**src/hw/rtl/gbfr_pkg.sv**
```systemverilog
package gbfr_pkg;

  localparam int unsigned FrameBufferBytes = 128;
  localparam int unsigned LenLimit         = FrameBufferBytes - 8;
  localparam int unsigned CountW           = $clog2(LenLimit + 1);
  localparam int unsigned OutLenW          = 7;

  localparam logic [7:0] SyncFirst  = 8'hB5;
  localparam logic [7:0] SyncSecond = 8'h62;
  localparam logic [7:0] ClassAck   = 8'h05;
  localparam logic [7:0] ClassNav   = 8'h01;
  localparam logic [7:0] IdAckAck   = 8'h01;
  localparam logic [7:0] IdNavPvt   = 8'h07;

  localparam logic [1:0] HdrClass  = 2'd0;
  localparam logic [1:0] HdrId     = 2'd1;
  localparam logic [1:0] HdrLenLo  = 2'd2;
  localparam logic [1:0] HdrLenHi  = 2'd3;

  typedef enum logic [5:0] {
    PhSync1   = 6'b000001,
    PhSync2   = 6'b000010,
    PhHeader  = 6'b000100,
    PhPayload = 6'b001000,
    PhCka     = 6'b010000,
    PhCkb     = 6'b100000
  } phase_e;

  typedef struct packed {
    logic       action;
    logic [7:0] rx_byte;
    logic [7:0] arm_class;
    logic [7:0] arm_id;
  } in_item_t;

  typedef struct packed {
    logic [7:0]         class_byte;
    logic [7:0]         msg_id;
    logic [OutLenW-1:0] payload_length;
    logic               accepted;
    logic               ack_resolved;
    logic               still_waiting;
  } out_item_t;

endpackage

```
**src/hw/rtl/gbfr_in_reg.sv**
```systemverilog
module gbfr_in_reg (
  input  logic               clk_i,
  input  logic               rst_ni,
  input  logic               in_valid_i,
  output logic               in_stall_o,
  input  gbfr_pkg::in_item_t in_item_i,
  input  logic               room_i,
  output logic               fire_o,
  output gbfr_pkg::in_item_t item_o
);
  import gbfr_pkg::*;

  logic     valid_q, valid_d;
  in_item_t item_q;
  logic     load;

  assign fire_o     = valid_q && room_i;
  assign in_stall_o = valid_q && !room_i;
  assign load       = in_valid_i && !in_stall_o;
  assign valid_d    = load ? 1'b1 : (fire_o ? 1'b0 : valid_q);
  assign item_o     = item_q;

  always_ff @(posedge clk_i or negedge rst_ni) begin
    if (!rst_ni) begin
      valid_q <= 1'b0;
    end else begin
      valid_q <= valid_d;
    end
  end

  always_ff @(posedge clk_i) begin
    if (load) begin
      item_q <= in_item_i;
    end
  end

endmodule

```
**src/hw/rtl/gbfr_deframer.sv**
```systemverilog
module gbfr_deframer (
  input  logic                clk_i,
  input  logic                rst_ni,
  input  logic                fire_i,
  input  gbfr_pkg::in_item_t  item_i,
  output logic                res_valid_o,
  output gbfr_pkg::out_item_t res_o
);
  import gbfr_pkg::*;

  phase_e            phase_q, phase_d;
  logic [7:0]        class_q, class_d;
  logic [7:0]        id_q, id_d;
  logic [7:0]        len_lo_q, len_lo_d;
  logic [CountW-1:0] len_q, len_d;
  logic [CountW-1:0] count_q, count_d;
  logic [7:0]        sum_a_q, sum_a_d;
  logic [7:0]        sum_b_q, sum_b_d;
  logic [7:0]        rcv_a_q, rcv_a_d;
  logic [7:0]        acked_class_q, acked_class_d;
  logic [7:0]        acked_id_q, acked_id_d;
  logic [7:0]        pend_class_q, pend_class_d;
  logic [7:0]        pend_id_q, pend_id_d;

  logic [7:0]           b;
  logic [15:0]          full_len;
  logic [CountW:0]      cnt_inc;
  logic [CountW+OutLenW-1:0] len_ext;
  logic                 verdict;
  logic                 resolved;
  logic                 res_valid;

  assign b        = item_i.rx_byte;
  assign full_len = {b, len_lo_q};
  assign cnt_inc  = {1'b0, count_q} + {{CountW{1'b0}}, 1'b1};
  assign len_ext  = {{OutLenW{1'b0}}, len_q};

  always_comb begin
    phase_d       = phase_q;
    class_d       = class_q;
    id_d          = id_q;
    len_lo_d      = len_lo_q;
    len_d         = len_q;
    count_d       = count_q;
    sum_a_d       = sum_a_q;
    sum_b_d       = sum_b_q;
    rcv_a_d       = rcv_a_q;
    acked_class_d = acked_class_q;
    acked_id_d    = acked_id_q;
    pend_class_d  = pend_class_q;
    pend_id_d     = pend_id_q;
    verdict       = 1'b0;
    resolved      = 1'b0;
    res_valid     = 1'b0;

    if (item_i.action) begin
      pend_class_d = item_i.arm_class;
      pend_id_d    = item_i.arm_id;
    end else begin
      case (phase_q)
        PhSync1: begin
          if (b == SyncFirst) begin
            phase_d = PhSync2;
          end
        end
        PhSync2: begin
          if (b == SyncSecond) begin
            phase_d       = PhHeader;
            count_d       = '0;
            sum_a_d       = '0;
            sum_b_d       = '0;
            acked_class_d = '0;
            acked_id_d    = '0;
          end else begin
            phase_d = PhSync1;
          end
        end
        PhHeader: begin
          sum_a_d = sum_a_q + b;
          sum_b_d = sum_b_q + sum_a_d;
          count_d = cnt_inc[CountW-1:0];
          case (count_q[1:0])
            HdrClass: class_d  = b;
            HdrId:    id_d     = b;
            HdrLenLo: len_lo_d = b;
            HdrLenHi: begin
              count_d = '0;
              len_d   = full_len[CountW-1:0];
              if (full_len >= 16'(LenLimit)) begin
                phase_d = PhSync1;
              end else if (full_len == 16'd0) begin
                phase_d = PhCka;
              end else begin
                phase_d = PhPayload;
              end
            end
            default: ;
          endcase
        end
        PhPayload: begin
          sum_a_d = sum_a_q + b;
          sum_b_d = sum_b_q + sum_a_d;
          if (count_q == '0) begin
            acked_class_d = b;
          end else if (count_q == CountW'(1)) begin
            acked_id_d = b;
          end
          count_d = cnt_inc[CountW-1:0];
          if (cnt_inc >= {1'b0, len_q}) begin
            phase_d = PhCka;
          end
        end
        PhCka: begin
          rcv_a_d = b;
          phase_d = PhCkb;
        end
        PhCkb: begin
          phase_d = PhSync1;
          if (rcv_a_q == sum_a_q && b == sum_b_q) begin
            res_valid = 1'b1;
            if (class_q == ClassAck) begin
              if (pend_class_q == ClassAck) begin
                verdict = 1'b1;
              end else if (acked_class_q != pend_class_q || acked_id_q != pend_id_q) begin
                verdict = 1'b1;
              end else begin
                pend_class_d = ClassAck;
                resolved     = 1'b1;
                verdict      = (id_q == IdAckAck);
              end
            end else if (class_q == ClassNav) begin
              verdict = (id_q == IdNavPvt);
            end
          end
        end
        default: phase_d = PhSync1;
      endcase
    end
  end

  assign res_valid_o          = fire_i && res_valid;
  assign res_o.class_byte     = class_q;
  assign res_o.msg_id         = id_q;
  assign res_o.payload_length = len_ext[OutLenW-1:0];
  assign res_o.accepted       = verdict;
  assign res_o.ack_resolved   = resolved;
  assign res_o.still_waiting  = (pend_class_d != ClassAck);

  always_ff @(posedge clk_i or negedge rst_ni) begin
    if (!rst_ni) begin
      phase_q       <= PhSync1;
      class_q       <= '0;
      id_q          <= '0;
      len_lo_q      <= '0;
      len_q         <= '0;
      count_q       <= '0;
      sum_a_q       <= '0;
      sum_b_q       <= '0;
      rcv_a_q       <= '0;
      acked_class_q <= '0;
      acked_id_q    <= '0;
      pend_class_q  <= ClassAck;
      pend_id_q     <= '0;
    end else if (fire_i) begin
      phase_q       <= phase_d;
      class_q       <= class_d;
      id_q          <= id_d;
      len_lo_q      <= len_lo_d;
      len_q         <= len_d;
      count_q       <= count_d;
      sum_a_q       <= sum_a_d;
      sum_b_q       <= sum_b_d;
      rcv_a_q       <= rcv_a_d;
      acked_class_q <= acked_class_d;
      acked_id_q    <= acked_id_d;
      pend_class_q  <= pend_class_d;
      pend_id_q     <= pend_id_d;
    end
  end

endmodule

```
**src/hw/rtl/gbfr_out_reg.sv**
```systemverilog
module gbfr_out_reg (
  input  logic                clk_i,
  input  logic                rst_ni,
  input  logic                load_i,
  input  gbfr_pkg::out_item_t item_i,
  output logic                room_o,
  output logic                out_valid_o,
  input  logic                out_stall_i,
  output gbfr_pkg::out_item_t out_item_o
);
  import gbfr_pkg::*;

  logic      valid_q, valid_d;
  out_item_t item_q;

  assign room_o      = !valid_q || !out_stall_i;
  assign valid_d     = load_i ? 1'b1 : (out_stall_i ? valid_q : 1'b0);
  assign out_valid_o = valid_q;
  assign out_item_o  = item_q;

  always_ff @(posedge clk_i or negedge rst_ni) begin
    if (!rst_ni) begin
      valid_q <= 1'b0;
    end else begin
      valid_q <= valid_d;
    end
  end

  always_ff @(posedge clk_i) begin
    if (load_i) begin
      item_q <= item_i;
    end
  end

endmodule

```
**src/hw/rtl/gnss_binary_frame_receiver_top.sv**
```systemverilog
// Deframes sync/class/id/length/payload/Fletcher-8 binary GNSS frames, one byte or arm
// command per transfer, one transfer per clock unless stalled. Each item passes the
// input register, per-byte logic and result register; a frame result is loaded into the
// result register as its last checksum byte leaves the input register. Frames with a
// bad checksum or a length of 120 or more give no result. An arm transfer (action 1)
// sets the pending acknowledge class/id; arming with class 0x05 clears the wait.
module gnss_binary_frame_receiver_top (
  input  logic                clk_i,
  input  logic                rst_ni,
  input  logic                in_valid_i,
  output logic                in_stall_o,
  input  gbfr_pkg::in_item_t  in_item_i,
  output logic                out_valid_o,
  input  logic                out_stall_i,
  output gbfr_pkg::out_item_t out_item_o
);
  import gbfr_pkg::*;

  logic      room;
  logic      fire;
  in_item_t  item;
  logic      res_valid;
  out_item_t res;

  gbfr_in_reg u_in_reg (
    .clk_i      (clk_i),
    .rst_ni     (rst_ni),
    .in_valid_i (in_valid_i),
    .in_stall_o (in_stall_o),
    .in_item_i  (in_item_i),
    .room_i     (room),
    .fire_o     (fire),
    .item_o     (item)
  );

  gbfr_deframer u_deframer (
    .clk_i       (clk_i),
    .rst_ni      (rst_ni),
    .fire_i      (fire),
    .item_i      (item),
    .res_valid_o (res_valid),
    .res_o       (res)
  );

  gbfr_out_reg u_out_reg (
    .clk_i       (clk_i),
    .rst_ni      (rst_ni),
    .load_i      (res_valid),
    .item_i      (res),
    .room_o      (room),
    .out_valid_o (out_valid_o),
    .out_stall_i (out_stall_i),
    .out_item_o  (out_item_o)
  );

endmodule
```
**config.mk**
```make
export PLATFORM = sky130hd
export DESIGN_NAME = gnss_binary_frame_receiver_top
export DESIGN_NICKNAME = d
export VERILOG_FILES = /design/src/hw/rtl/gbfr_pkg.sv /design/src/hw/rtl/gbfr_in_reg.sv /design/src/hw/rtl/gbfr_deframer.sv /design/src/hw/rtl/gbfr_out_reg.sv /design/src/hw/rtl/gnss_binary_frame_receiver_top.sv
export SDC_FILE = /design/constraint.sdc
export NUM_CORES = 1
export LEC_CHECK = 0
export BUFFER_PORTS_ARGS = -buffer_cell sky130_fd_sc_hd__buf_2
export CORE_MARGIN = 3
export CORE_UTILIZATION = 45
export DETAILED_ROUTE_END_ITERATION = 16
export HOLD_SLACK_MARGIN = 0.06
export MAX_ROUTING_LAYER = met4
export PLACE_DENSITY = 0.7
export SLEW_MARGIN = 40
export SYNTH_ARGS = -nofsm -noshare
export SYNTH_HDL_FRONTEND = slang
export SYNTH_SLANG_ARGS = --single-unit
export TNS_END_PERCENT = 20
```
**constraint.sdc**
```tcl
create_clock -name clk_i -period 5.8 [get_ports clk_i]
set_clock_uncertainty 0.05 [all_clocks]
set_input_delay 1.74 -clock clk_i [delete_from_list [all_inputs] [get_ports clk_i]]
set_output_delay 1.74 -clock clk_i [all_outputs]
set_load 0.01 [all_outputs]
```
# Word level (Yosys, flattened, before mapping)
# Index checks and enable logic that the tools add are counted.
[op_classes]
n_reduce_logical = 32
bitwise = 4
addsub = 3
n_lt_le_gt_ge = 2
eq_ne = 30
n_mux = 36
[op_table]
columns = ["operator", "count"]
rows = [
  ["$mux 8", 10],
  ["$pmux 8 s2", 4],
  ["$pmux 6 s5", 1],
  ["$eq 8x3->1 const B", 3],
  ["$mux 6", 4],
  ["$reduce_and 4->1", 6],
  ["$pmux 7 s3", 1],
  ["$add 8x8->8", 2],
  ["$eq 8x1->1 const B", 2],
  ["$eq 8x8->1", 2],
  ["$ge 16x7->1 const B", 1],
  ["$logic_not 16->1", 1],
  ["$ne 8x8->1", 2],
  ["$mux 7", 2],
  ["$ne 2x1->1 const B", 7],
  ["$mux 1", 12],
  ["$reduce_and 5->1", 2],
  ["$add 7x1->8 const B", 1],
  ["$eq 8x7->1 const B", 1],
  ["$eq 8x8->1 const B", 1],
  ["$ge 8x7->1", 1],
  ["$ne 8x3->1 const B", 1],
  ["$eq 7x1->1 const B", 1],
  ["$logic_not 7->1", 1],
  ["other kinds (24)", 38],
]
[totals]
in_bits = 29
regBits = 153
output_inout_bits = 28
elab_cells = 132

# Depth between registers and ports, before layout
# Gate-level depths: netlist (run 1).
[depth]
word_depth = 9
ltp_mapped = 14
depth_no_buf = 14

# Modules after synthesis
# A second synthesis (run 1) with hierarchy kept.
[hier_totals]
hier_cells = 556
hier_area_um2 = 7178.1
[modules_own_cells]
columns = ["mod", "area_per_inst_um2", "cells_per_inst", "seq_area_each_um2", "instances"]
rows = [
  ["gbfr_deframer", 5546.6, 496, 2506.2, 1],
  ["gbfr_out_reg", 817.0, 29, 805.8, 1],
  ["gbfr_in_reg", 814.5, 31, 775.7, 1],
]

# Worst setup path before layout (run 1)
# No wires, ideal clock.
[synth_path]
path_kind = "input to output"
start = "input out_stall_i"
end = "output in_stall_o"
slack_ns = 2.083
arrival_ns = 1.927
stages = 2
required_time_ns = 4.010
path_buffers = 0
path_cell_list = "nand3_1 > inv_1"
[synth_between]
elab_chain_len = 4
[synth_rtl]
columns = ["element", "line_no", "source"]
rows = [
  ["start, declared", "gnss_binary_frame_receiver_top.sv:14", "input logic out_stall_i,"],
  ["$logic_not 1->1", "gbfr_out_reg.sv:16", "assign room_o = !valid_q || !out_stall_i;"],
  ["$logic_or 1x1->1", "gbfr_out_reg.sv:16", ""],
  ["$logic_not 1->1", "gbfr_in_reg.sv:18", "assign in_stall_o = valid_q && !room_i;"],
  ["$logic_and 1x1->1", "gbfr_in_reg.sv:18", ""],
  ["end, declared", "gnss_binary_frame_receiver_top.sv:11", "output logic in_stall_o,"],
]
# No other way between the ends.

# Worst setup path in the final report (run 1)
# Ends and elaborated chain as after synthesis.

==> impl_results.rst, run 1 <==
.. list-table::
   :header-rows: 1

   * - Metric
     - Value
   * - Horizontal extent of the die
     - roughly 130 um
   * - Endpoint kind of the worst setup timing path
     - primary output
   * - Number of distinct library cells after synthesis
     - between 50 and 60
   * - Final Hold Viols
     - 0
   * - Final antenna diode count
     - 0
   * - Worst max-slew margin expressed relative to the limit
     - 0.455
   * - Number of buffers inserted by port buffering
     - 56
   * - Instance area at placement
     - 7610 um^2
   * - Largest fanout on the critical path
     - 3
   * - RSZ-0062 raised after global routing
     - no
   * - Number of H-tree levels
     - 4
   * - Number of register bits inferred by synthesis
     - 153
   * - Proportion of power drawn by the clock network
     - 0.282
   * - Internal
     - 2.44 mW
   * - Post-route worst setup slack
     - 1.87 ns
   * - Cell at the root of the clock tree
     - clkbuf_16
   * - Net switching component of the power
     - 1.15 mW
   * - DR vias
     - 4,608
   * - Post-CTS setup-driven buffer insertion count
     - 0
   * - Largest net degree at the start of global routing
     - a little over 70
   * - Clock Latency Late Sink
     - between 0.4 and 0.5 ns
   * - Final-stage net count
     - 689
   * - Total power density per cell area
     - 441 nW/um^2
   * - Synth area leader
     - dfrtp_1
   * - Worst vdd ir
     - 0.217 mV
   * - Final routed wire length divided by cell count
     - 16.9 um
   * - Total negative slack
     - 0 ns
   * - Sequential standard cell area
     - 4090 um^2
   * - Maximum clock path buffer count
     - 2
   * - Drt pass-1 iters
     - 4
   * - Final cycle utilization of the critical path
     - 0.678
   * - Slew at the pin with the worst max-slew slack
     - 0.817 ns
   * - Average footprint of a synthesized cell
     - 12.5 um^2
   * - Wire length of the first global-routing pass
     - 23,600 um
   * - GRT Resource Usage Total
     - 0.177
   * - Layout Utilization
     - 0.532
   * - Number of synthesized flops with an enable pin
     - 51
   * - Setup violators final
     - 0
   * - Status
     - finished, final reports clean
   * - Post-Syn Instances
     - 568
   * - Boundary Pins
     - between 50 and 60
   * - Die ar.
     - 17,300 um^2
   * - Placer's final routability congestion estimate
     - 0.828
   * - Filler instances
     - 1,309
   * - Synth area leaders
     - dfrtp_1 (35%), edfxtp_1 (22%), mux2_2 (9.2%)
   * - Final ANT Viol Nets
     - 0
   * - Worst Path Required
     - 4.01 ns
   * - Detail-routed via count per cell
     - about 5.4
   * - Placement row count
     - 45
   * - Post-cts sizing count
     - 0
   * - Post-detailed-route DRC marker count
     - 0
   * - Final Max Tran Viols
     - 0
   * - Clock tree from TritonCTS
     - done
   * - Synthesized Nets
     - about 630
   * - Overall routed net length
     - 14,500 um
   * - Cell area after layout
     - 8150 um^2
   * - Worst setup path start
     - out_stall_i
   * - Setup slack at placement
     - between 1.5 and 2 ns
   * - Sequential power share
     - 0.439
   * - Dpl hpwl
     - between 10,000 and 15,000 um
   * - Count of synthesis-stage warnings from yosys
     - 0
   * - Area delta synth->final
     - 14.9%
   * - Synth Cell Area
     - 7090 um^2
   * - Leakage dissipation
     - 3.56 nW
   * - Top cell type's share of synthesized area
     - 0.349
   * - TritonCTS Sinks
     - 153
   * - Critical path arrival
     - ~2.1 ns
   * - Portion of the post-synthesis area used by sequential elements
     - 0.576
   * - Share of cells above drive strength 1
     - 0.248
   * - Predominant post-synthesis flop cell
     - dfrtp_1
   * - Number of max-cap violations
     - 0
   * - Startpoint type of the worst setup path
     - input port
   * - Overall die height
     - 132 um
   * - Power share of the combinational group
     - 0.279
   * - Dominant cell by count in the synthesized netlist
     - dfrtp_1
   * - Area of combinational cells with multiple inputs
     - 2880 um^2
   * - Start point of the worst hold path
     - u_in_reg.item_o[5]
   * - Maximum achievable frequency
     - 254 MHz
   * - Final critical delay including setup and external delays
     - 3.93 ns
   * - Initial antenna violation count
     - 0
   * - Switching part of the total
     - 0.321
   * - Worst R2R Start
     - u_in_reg.item_o[16]
   * - Vias in the first global route
     - 4,650
   * - Number of CTS-inserted buffers
     - 17
   * - Initial core utilization
     - 0.463
   * - Class of the tightest hold or removal check
     - reg2reg
   * - # hold bufs at CTS
     - 0
   * - Core Region
     - 15,300 um^2
   * - Top cells by instance count after synthesis
     - dfrtp_1 (99), mux2_2 (58), nand2_1 (58)
   * - Critical path class
     - in2out
   * - Final hold slack
     - 0.388 ns
   * - Final global-route overflow total
     - 0
   * - Ys async rst share
     - 0.667
   * - Initial DRC Count
     - 284
   * - Clock edge transition at the registers on the reported setup and hold paths
     - 0.06 ns
cell families after synthesis:
| family | synth area share |
|---|---|
| AO/OA/AOI/OAI | 0.0755 |
| AND/OR/NAND/NOR | 0.124 |
| buffers and inverters | 0.0189 |
| flip-flops | 0.576 |
| multiplexers | 0.0935 |
| adder cells (fa/ha/maj) | 0.0515 |
| XOR/XNOR | 0.0605 |
cells in the final DEF, fill, tap and decap left out, types with 5 or more instances in the layout:
| cell type | instances |
|---|---|
| nor3_1 | 10 |
| inv_1 | 23 |
| clkbuf_1 | 5 |
| xor2_1 | 21 |
| nor2b_1 | 5 |
| edfxtp_1 | 51 |
| nand2_1 | 58 |
| and3_1 | 11 |
| dfrtp_1 | 99 |
| nand3_1 | 12 |
| o21ai_0 | 17 |
| clkinv_2 | 5 |
| xnor2_1 | 28 |
| clkbuf_16 | 17 |
| ha_1 | 26 |
| a21oi_1 | 14 |
| nand2b_1 | 8 |
| a22o_1 | 16 |
| buf_2 | 55 |
| nor2_1 | 22 |
| a21o_1 | 6 |
| nand4_1 | 7 |
| nor4_1 | 11 |
| mux2_2 | 58 |
per-layer routing:
| metal | up-vias | share of wire | GRT usage |
|---|---|---|---|
| met2 | 147 | 0.48 | 0.274 |
| met3 | 19 | 0.061 | 0.0448 |
| met4 | 0 | 0.017 | 0.0665 |
| met1 | 2266 | 0.44 | 0.227 |
| met5 | - | 0 | - |
| li1 | 2176 | - | - |
metrics by stage:
step	instances	power (mW)
final	856	3.59
after global routing	856	3.81
after CTS	856	3.61
after detailed placement	824	2.59
after global placement	824	2.53
after floorplan	568	2.32
sequential cells by signal, indices dropped and copies added, names as in the netlist:
register                  flops
u_deframer.acked_class_q      8
u_deframer.acked_id_q         8
u_deframer.class_q            8
u_deframer.count_q            7
u_deframer.id_q               8
u_deframer.len_lo_q           8
u_deframer.len_q              7
u_deframer.pend_class_q       8
u_deframer.pend_id_q          8
u_deframer.phase_q            6
u_deframer.rcv_a_q            8
u_deframer.sum_a_q            8
u_deframer.sum_b_q            8
u_in_reg.item_o              25
u_in_reg.valid_q              1
u_out_reg.out_item_o         26
u_out_reg.out_valid_o         1
power groups by stage:
| stage | Combinational [mW] | Sequential [mW] | Clock [mW] |
|---|---|---|---|
| final | 1.00 | 1.58 | 1.01 |
| after global routing | 1.12 | 1.60 | 1.08 |
| after CTS | 1.01 | 1.57 | 1.03 |
| after detailed placement | 0.997 | 1.59 | 0 |
| after global placement | 0.949 | 1.58 | 0 |
| after floorplan | 0.826 | 1.50 | 0 |
path summary, 6_finish.rpt:
kind / to / slack (ns) / cells after the start
max reg2reg: u_deframer.sum_b_q[7] / 2.29 / 12
min reg2reg: u_deframer.pend_id_q[5] / 0.39 / 2
min in group asynchronous: u_deframer.len_q[6] / 1.26 / 1
max in group asynchronous: u_deframer.acked_id_q[2] / 3.57 / 2
max: in_stall_o / 1.87 / 4
min: u_deframer.pend_id_q[5] / 0.39 / 2
final cells by class:
cell class / count / area share
Timing Repair Buffer: 57 / 0.0361
Sequential cell: 153 / 0.502
Inverter: 23 / 0.0106
Clock buffer: 23 / 0.0562
Multi-Input combinational cell: 380 / 0.353
Tap cell: 211 / 0.0324
Clock inverter: 9 / 0.00967
worst max-delay path, cell delays in order:
cell and delay (ns):
buf_2 0.11, nand3_1 0.12, inv_1 0.05, buf_2 0.13
Power figures use the tool's default switching activity.
==> run 2, diff against run 1 <==
- ABC_AREA: default -> 1
- clock period: 5.8 -> 3.87 ns (I/O delays scaled with it)
==> run 2 against run 1 <==
  * Via count grew 22%
  * First-iteration DRC count grew 19%
  * Area after synthesis grew 6.4%
  * Power grew 36%
  * Count of clock-buffer cells in the layout shrank 3
  * Synthesized cell count grew 48%
  * Non-clock buffer count grew 7
  * Core utilization grew 0.67 points
  * Critical path depth grew 13
  * Global-route usage grew 1.4 points
  * Sequential power grew 23%
  * Final area grew 6.6%
  * Largest power group unchanged
  * Highest routed layer unchanged
==> impl_results.rst, run 2 <==
.. list-table::
   :header-rows: 1

   * - Metric
     - Value
   * - Worst max-slew margin expressed relative to the limit
     - 0.469
   * - Multiplexer fraction of the synthesized cell area
     - 0.00746
   * - Delay of the slowest cell on the worst path
     - 0.47 ns
   * - Top cell type's share of synthesized area
     - 0.328
   * - Wire length of the first global-routing pass
     - 26,700 um
   * - Dominant cell by count in the synthesized netlist
     - nand2_1
   * - Final ANT Viol Nets
     - 0
   * - GRT Resource Usage Total
     - 0.191
   * - Status
     - finished, final reports clean
   * - Drt pass-1 iters
     - 6
   * - Synth area leader
     - dfrtp_1
   * - Overall routed net length
     - ~16,000 um
   * - Leakage dissipation
     - 4.08 nW
   * - Share of cells above drive strength 1
     - 0.163
   * - Hold worst-path end
     - u_out_reg.out_item_o[4]
   * - Number of cells on the worst hold path
     - 0
   * - Ys async rst share
     - 0.667
   * - Synth Cell Area
     - 7540 um^2
   * - Cell area after layout
     - about 8700 um^2
   * - Number of synthesized flops with an enable pin
     - 51
   * - Final cycle utilization of the critical path
     - 0.770
   * - Simple-gate area share of the yosys netlist
     - 0.213
   * - Placed insts
     - between 1,000 and 1,500
   * - Number of CTS-inserted buffers
     - 17
   * - Maximum achievable frequency
     - 336 MHz
   * - Synthesized Nets
     - 898
   * - Final global-route overflow total
     - 0
   * - Commonest non-fill, non-tap cell in the layout
     - nand2_1
   * - Final routed wire length divided by cell count
     - 13.9 um
   * - Filler instances
     - 1,495
   * - Vias in the first global route
     - 5,517
   * - Internal
     - 3.33 mW
   * - Die ar.
     - 18,400 um^2
   * - Top cells by instance count after synthesis
     - nand2_1 (247), inv_1 (116), dfrtp_1 (99)
   * - Portion of the post-synthesis area used by sequential elements
     - 0.542
   * - # hold bufs at CTS
     - 0
   * - Dpl hpwl
     - 11,700 um
   * - Core Region
     - 16,100 um^2
   * - Post-detailed-route DRC marker count
     - 0
   * - Worst R2R Start
     - u_in_reg.item_o[16]
   * - Proportion of power drawn by the clock network
     - 0.352
   * - Power share of the combinational group
     - 0.250
   * - Final Hold Viols
     - 0
   * - Synth area leaders
     - dfrtp_1 (33%), edfxtp_1 (20%), nand2_1 (12%)
   * - Number of max-cap violations
     - 0
   * - Clock Latency Late Sink
     - 0.43 ns
   * - Buffers plus inverters on the worst setup path
     - 2
   * - Startpoint type of the worst setup path
     - register
   * - Worst Path Required
     - 4.13 ns
   * - Family of cells with the greatest summed delay on the critical path
     - adder cells
   * - Post-Syn Instances
     - 841
   * - Total negative slack
     - 0 ns
   * - Clock tree from TritonCTS
     - done
   * - Flop2flop setup slack
     - 0.89 ns
   * - Placer's final routability congestion estimate
     - 0.898
   * - Number of distinct library cells after synthesis
     - 47
   * - Initial DRC Count
     - approximately 340
   * - Total power density per cell area
     - 561 nW/um^2
   * - Final Max Tran Viols
     - 0
   * - Largest net degree at the start of global routing
     - 53
   * - Critical-path cell with the highest stage delay
     - edfxtp_1
   * - DR vias
     - 5,641
   * - Worst vdd ir
     - around 0.34 mV
   * - Sequential power share
     - 0.399
   * - Cell at the root of the clock tree
     - clkbuf_16
   * - Cell-by-cell listing of the critical path
     - ha_1 -> fa_1 -> nand3_1 -> nand3_1 -> nand2_1 -> nand2_1 -> a21oi_1 -> xor2_1 -> inv_1 -> ha_1 -> nand2_1 -> inv_1 -> nand4_1 -> o211ai_1 -> nand2_1 -> nand2_1 -> o21bai_1
   * - Setup violators final
     - 0
   * - Net switching component of the power
     - 1.54 mW
   * - Clock edge transition at the registers on the reported setup and hold paths
     - approximately 0.06 ns
   * - Number of flip-flops under the largest register name
     - 26
   * - Dominant combinational cell family by area after synthesis
     - simple AND/OR/NAND/NOR gates
   * - Placement row count
     - 46
   * - Final critical delay including setup and external delays
     - 2.98 ns
   * - Critical path class
     - reg2reg
   * - Final antenna diode count
     - 0
   * - Number of H-tree levels
     - 4
   * - Final-stage net count
     - roughly 970
   * - Number of buffers inserted by port buffering
     - between 50 and 60
   * - Final cell count without fillers
     - 1,138
   * - Leading cell types in the layout, fill and taps excluded
     - nand2_1 (247), inv_1 (116), dfrtp_1 (99), nor2_1 (69), o21ai_0 (61)
   * - Synth Area in XOR/XNOR
     - 0.0151
   * - Largest fanout on the critical path
     - 5
   * - Fraction of the mapped netlist area in compound gates
     - 0.101
   * - Predominant post-synthesis flop cell
     - dfrtp_1
   * - Slew at the pin with the worst max-slew slack
     - between 0.7 and 0.8 ns
   * - RSZ-0062 raised after global routing
     - no
   * - Arithmetic-cell share of the synthesized area counting full adders, half adders and majority gates
     - 0.0484
   * - Final hold slack
     - 0.404 ns
   * - Initial antenna violation count
     - 0
   * - Most used cell along the critical path
     - nand2_1
   * - TritonCTS Sinks
     - around 150
   * - Post-CTS setup-driven buffer insertion count
     - 0
   * - Switching part of the total
     - 0.316
   * - Worst Reg2Reg Path Length in Cells
     - 17
   * - Start point of the worst hold path
     - u_deframer.len_q[1]
   * - Maximum clock path buffer count
     - 2
   * - Horizontal extent of the die
     - 135 um
   * - Critical path arrival
     - around 3.2 ns
   * - Boundary Pins
     - 57
   * - Endpoint kind of the worst setup timing path
     - register
   * - Layout Utilization
     - 0.539
   * - Class of the tightest hold or removal check
     - reg2reg
   * - Number of register bits inferred by synthesis
     - 153
   * - Initial core utilization
     - 0.468
   * - Detail-routed via count per cell
     - 4.96
   * - Post-cts sizing count
     - 0
   * - Worst reg2reg endpoint
     - u_deframer.sum_b_q[7]
   * - Average footprint of a synthesized cell
     - 8.97 um^2
   * - Instance area at placement
     - 8070 um^2
   * - Area delta synth->final
     - 15.1%
   * - Count of synthesis-stage warnings from yosys
     - 0
   * - Overall die height
     - 135 um
run 2: cell types whose count changed after synthesis, moves of 25 or more:
cell / change
nand2_1: +189
inv_1: +93
mux2_2: -53
nor2_1: +46
o21ai_0: +44
xnor2_1: -25
run 2: power by group through the flow:
stage	Sequential (mW)	Combinational (mW)	Clock (mW)
5_1_grt	1.96	1.41	1.82
3_5_place_dp	1.97	1.21	0
6_report	1.94	1.22	1.71
4_1_cts	1.94	1.22	1.74
2_1_floorplan	1.93	0.960	0
3_3_place_gp	1.96	1.18	0
run 2: logic make-up (layout without fill, tap and decap cells):
group	count (synthesis)	count (layout)
flip-flops	153	153
multiplexers	5	5
adder cells (fa/ha/maj)	28	28
XOR/XNOR	13	13
AND/OR/NAND/NOR	377	377
buffers and inverters	138	219
AO/OA/AOI/OAI	127	127
run 2: stage by stage:
stage / setup slack, ns / power [mW]
3_5_place_dp: 0.934 / 3.18
2_1_floorplan: 0.715 / 2.89
6_report: 0.891 / 4.87
3_3_place_gp: 0.932 / 3.15
5_1_grt: 0.583 / 5.18
4_1_cts: 0.900 / 4.90
run 2: routing by layer:
metal / vias to the layer above / part of all wire / track usage
li1: 2848 / - / -
met1: 2646 / 0.47 / 0.254
met2: 120 / 0.46 / 0.293
met3: 27 / 0.043 / 0.0386
met4: 0 / 0.018 / 0.0661
met5: - / 0 / -
run 2: layout make-up:
| cell class | instances | area, um^2 | area share |
|---|---|---|---|
| clock buffers | 20 | 447 | 0.0514 |
| clock inverters | 12 | 164 | 0.0189 |
| inverters | 123 | 463 | 0.0533 |
| multi-input cells | 550 | 2910 | 0.335 |
| flip-flops and latches | 153 | 4090 | 0.471 |
| well taps | 216 | 270 | 0.0311 |
| repair buffers | 64 | 343 | 0.0395 |
run 2: how the worst max path moves through the flow:
stage                   startpoint                 endpoint  slack [ns]  depth (start not counted)
3_5_place_dp           out_stall_i               in_stall_o        0.93                          4
2_1_floorplan          out_stall_i  u_out_reg.out_item_o[0]        0.71                          4
6_report       u_in_reg.item_o[16]    u_deframer.sum_b_q[7]        0.89                         17
4_1_cts                out_stall_i               in_stall_o        0.90                          4
3_3_place_gp           out_stall_i               in_stall_o        0.93                          4
5_1_grt        u_in_reg.item_o[16]    u_deframer.sum_b_q[7]        0.58                         17
run 2: worst reg2reg max path: stages, from the launching register on:
cell and delay, ns:
edfxtp_1 0.47, ha_1 0.27, fa_1 0.42, nand3_1 0.09, nand3_1 0.10, nand2_1 0.08, nand2_1 0.05, a21oi_1 0.15
xor2_1 0.23, inv_1 0.07, ha_1 0.34, nand2_1 0.09, inv_1 0.05, nand4_1 0.09, o211ai_1 0.14, nand2_1 0.08
nand2_1 0.06, o21bai_1 0.06
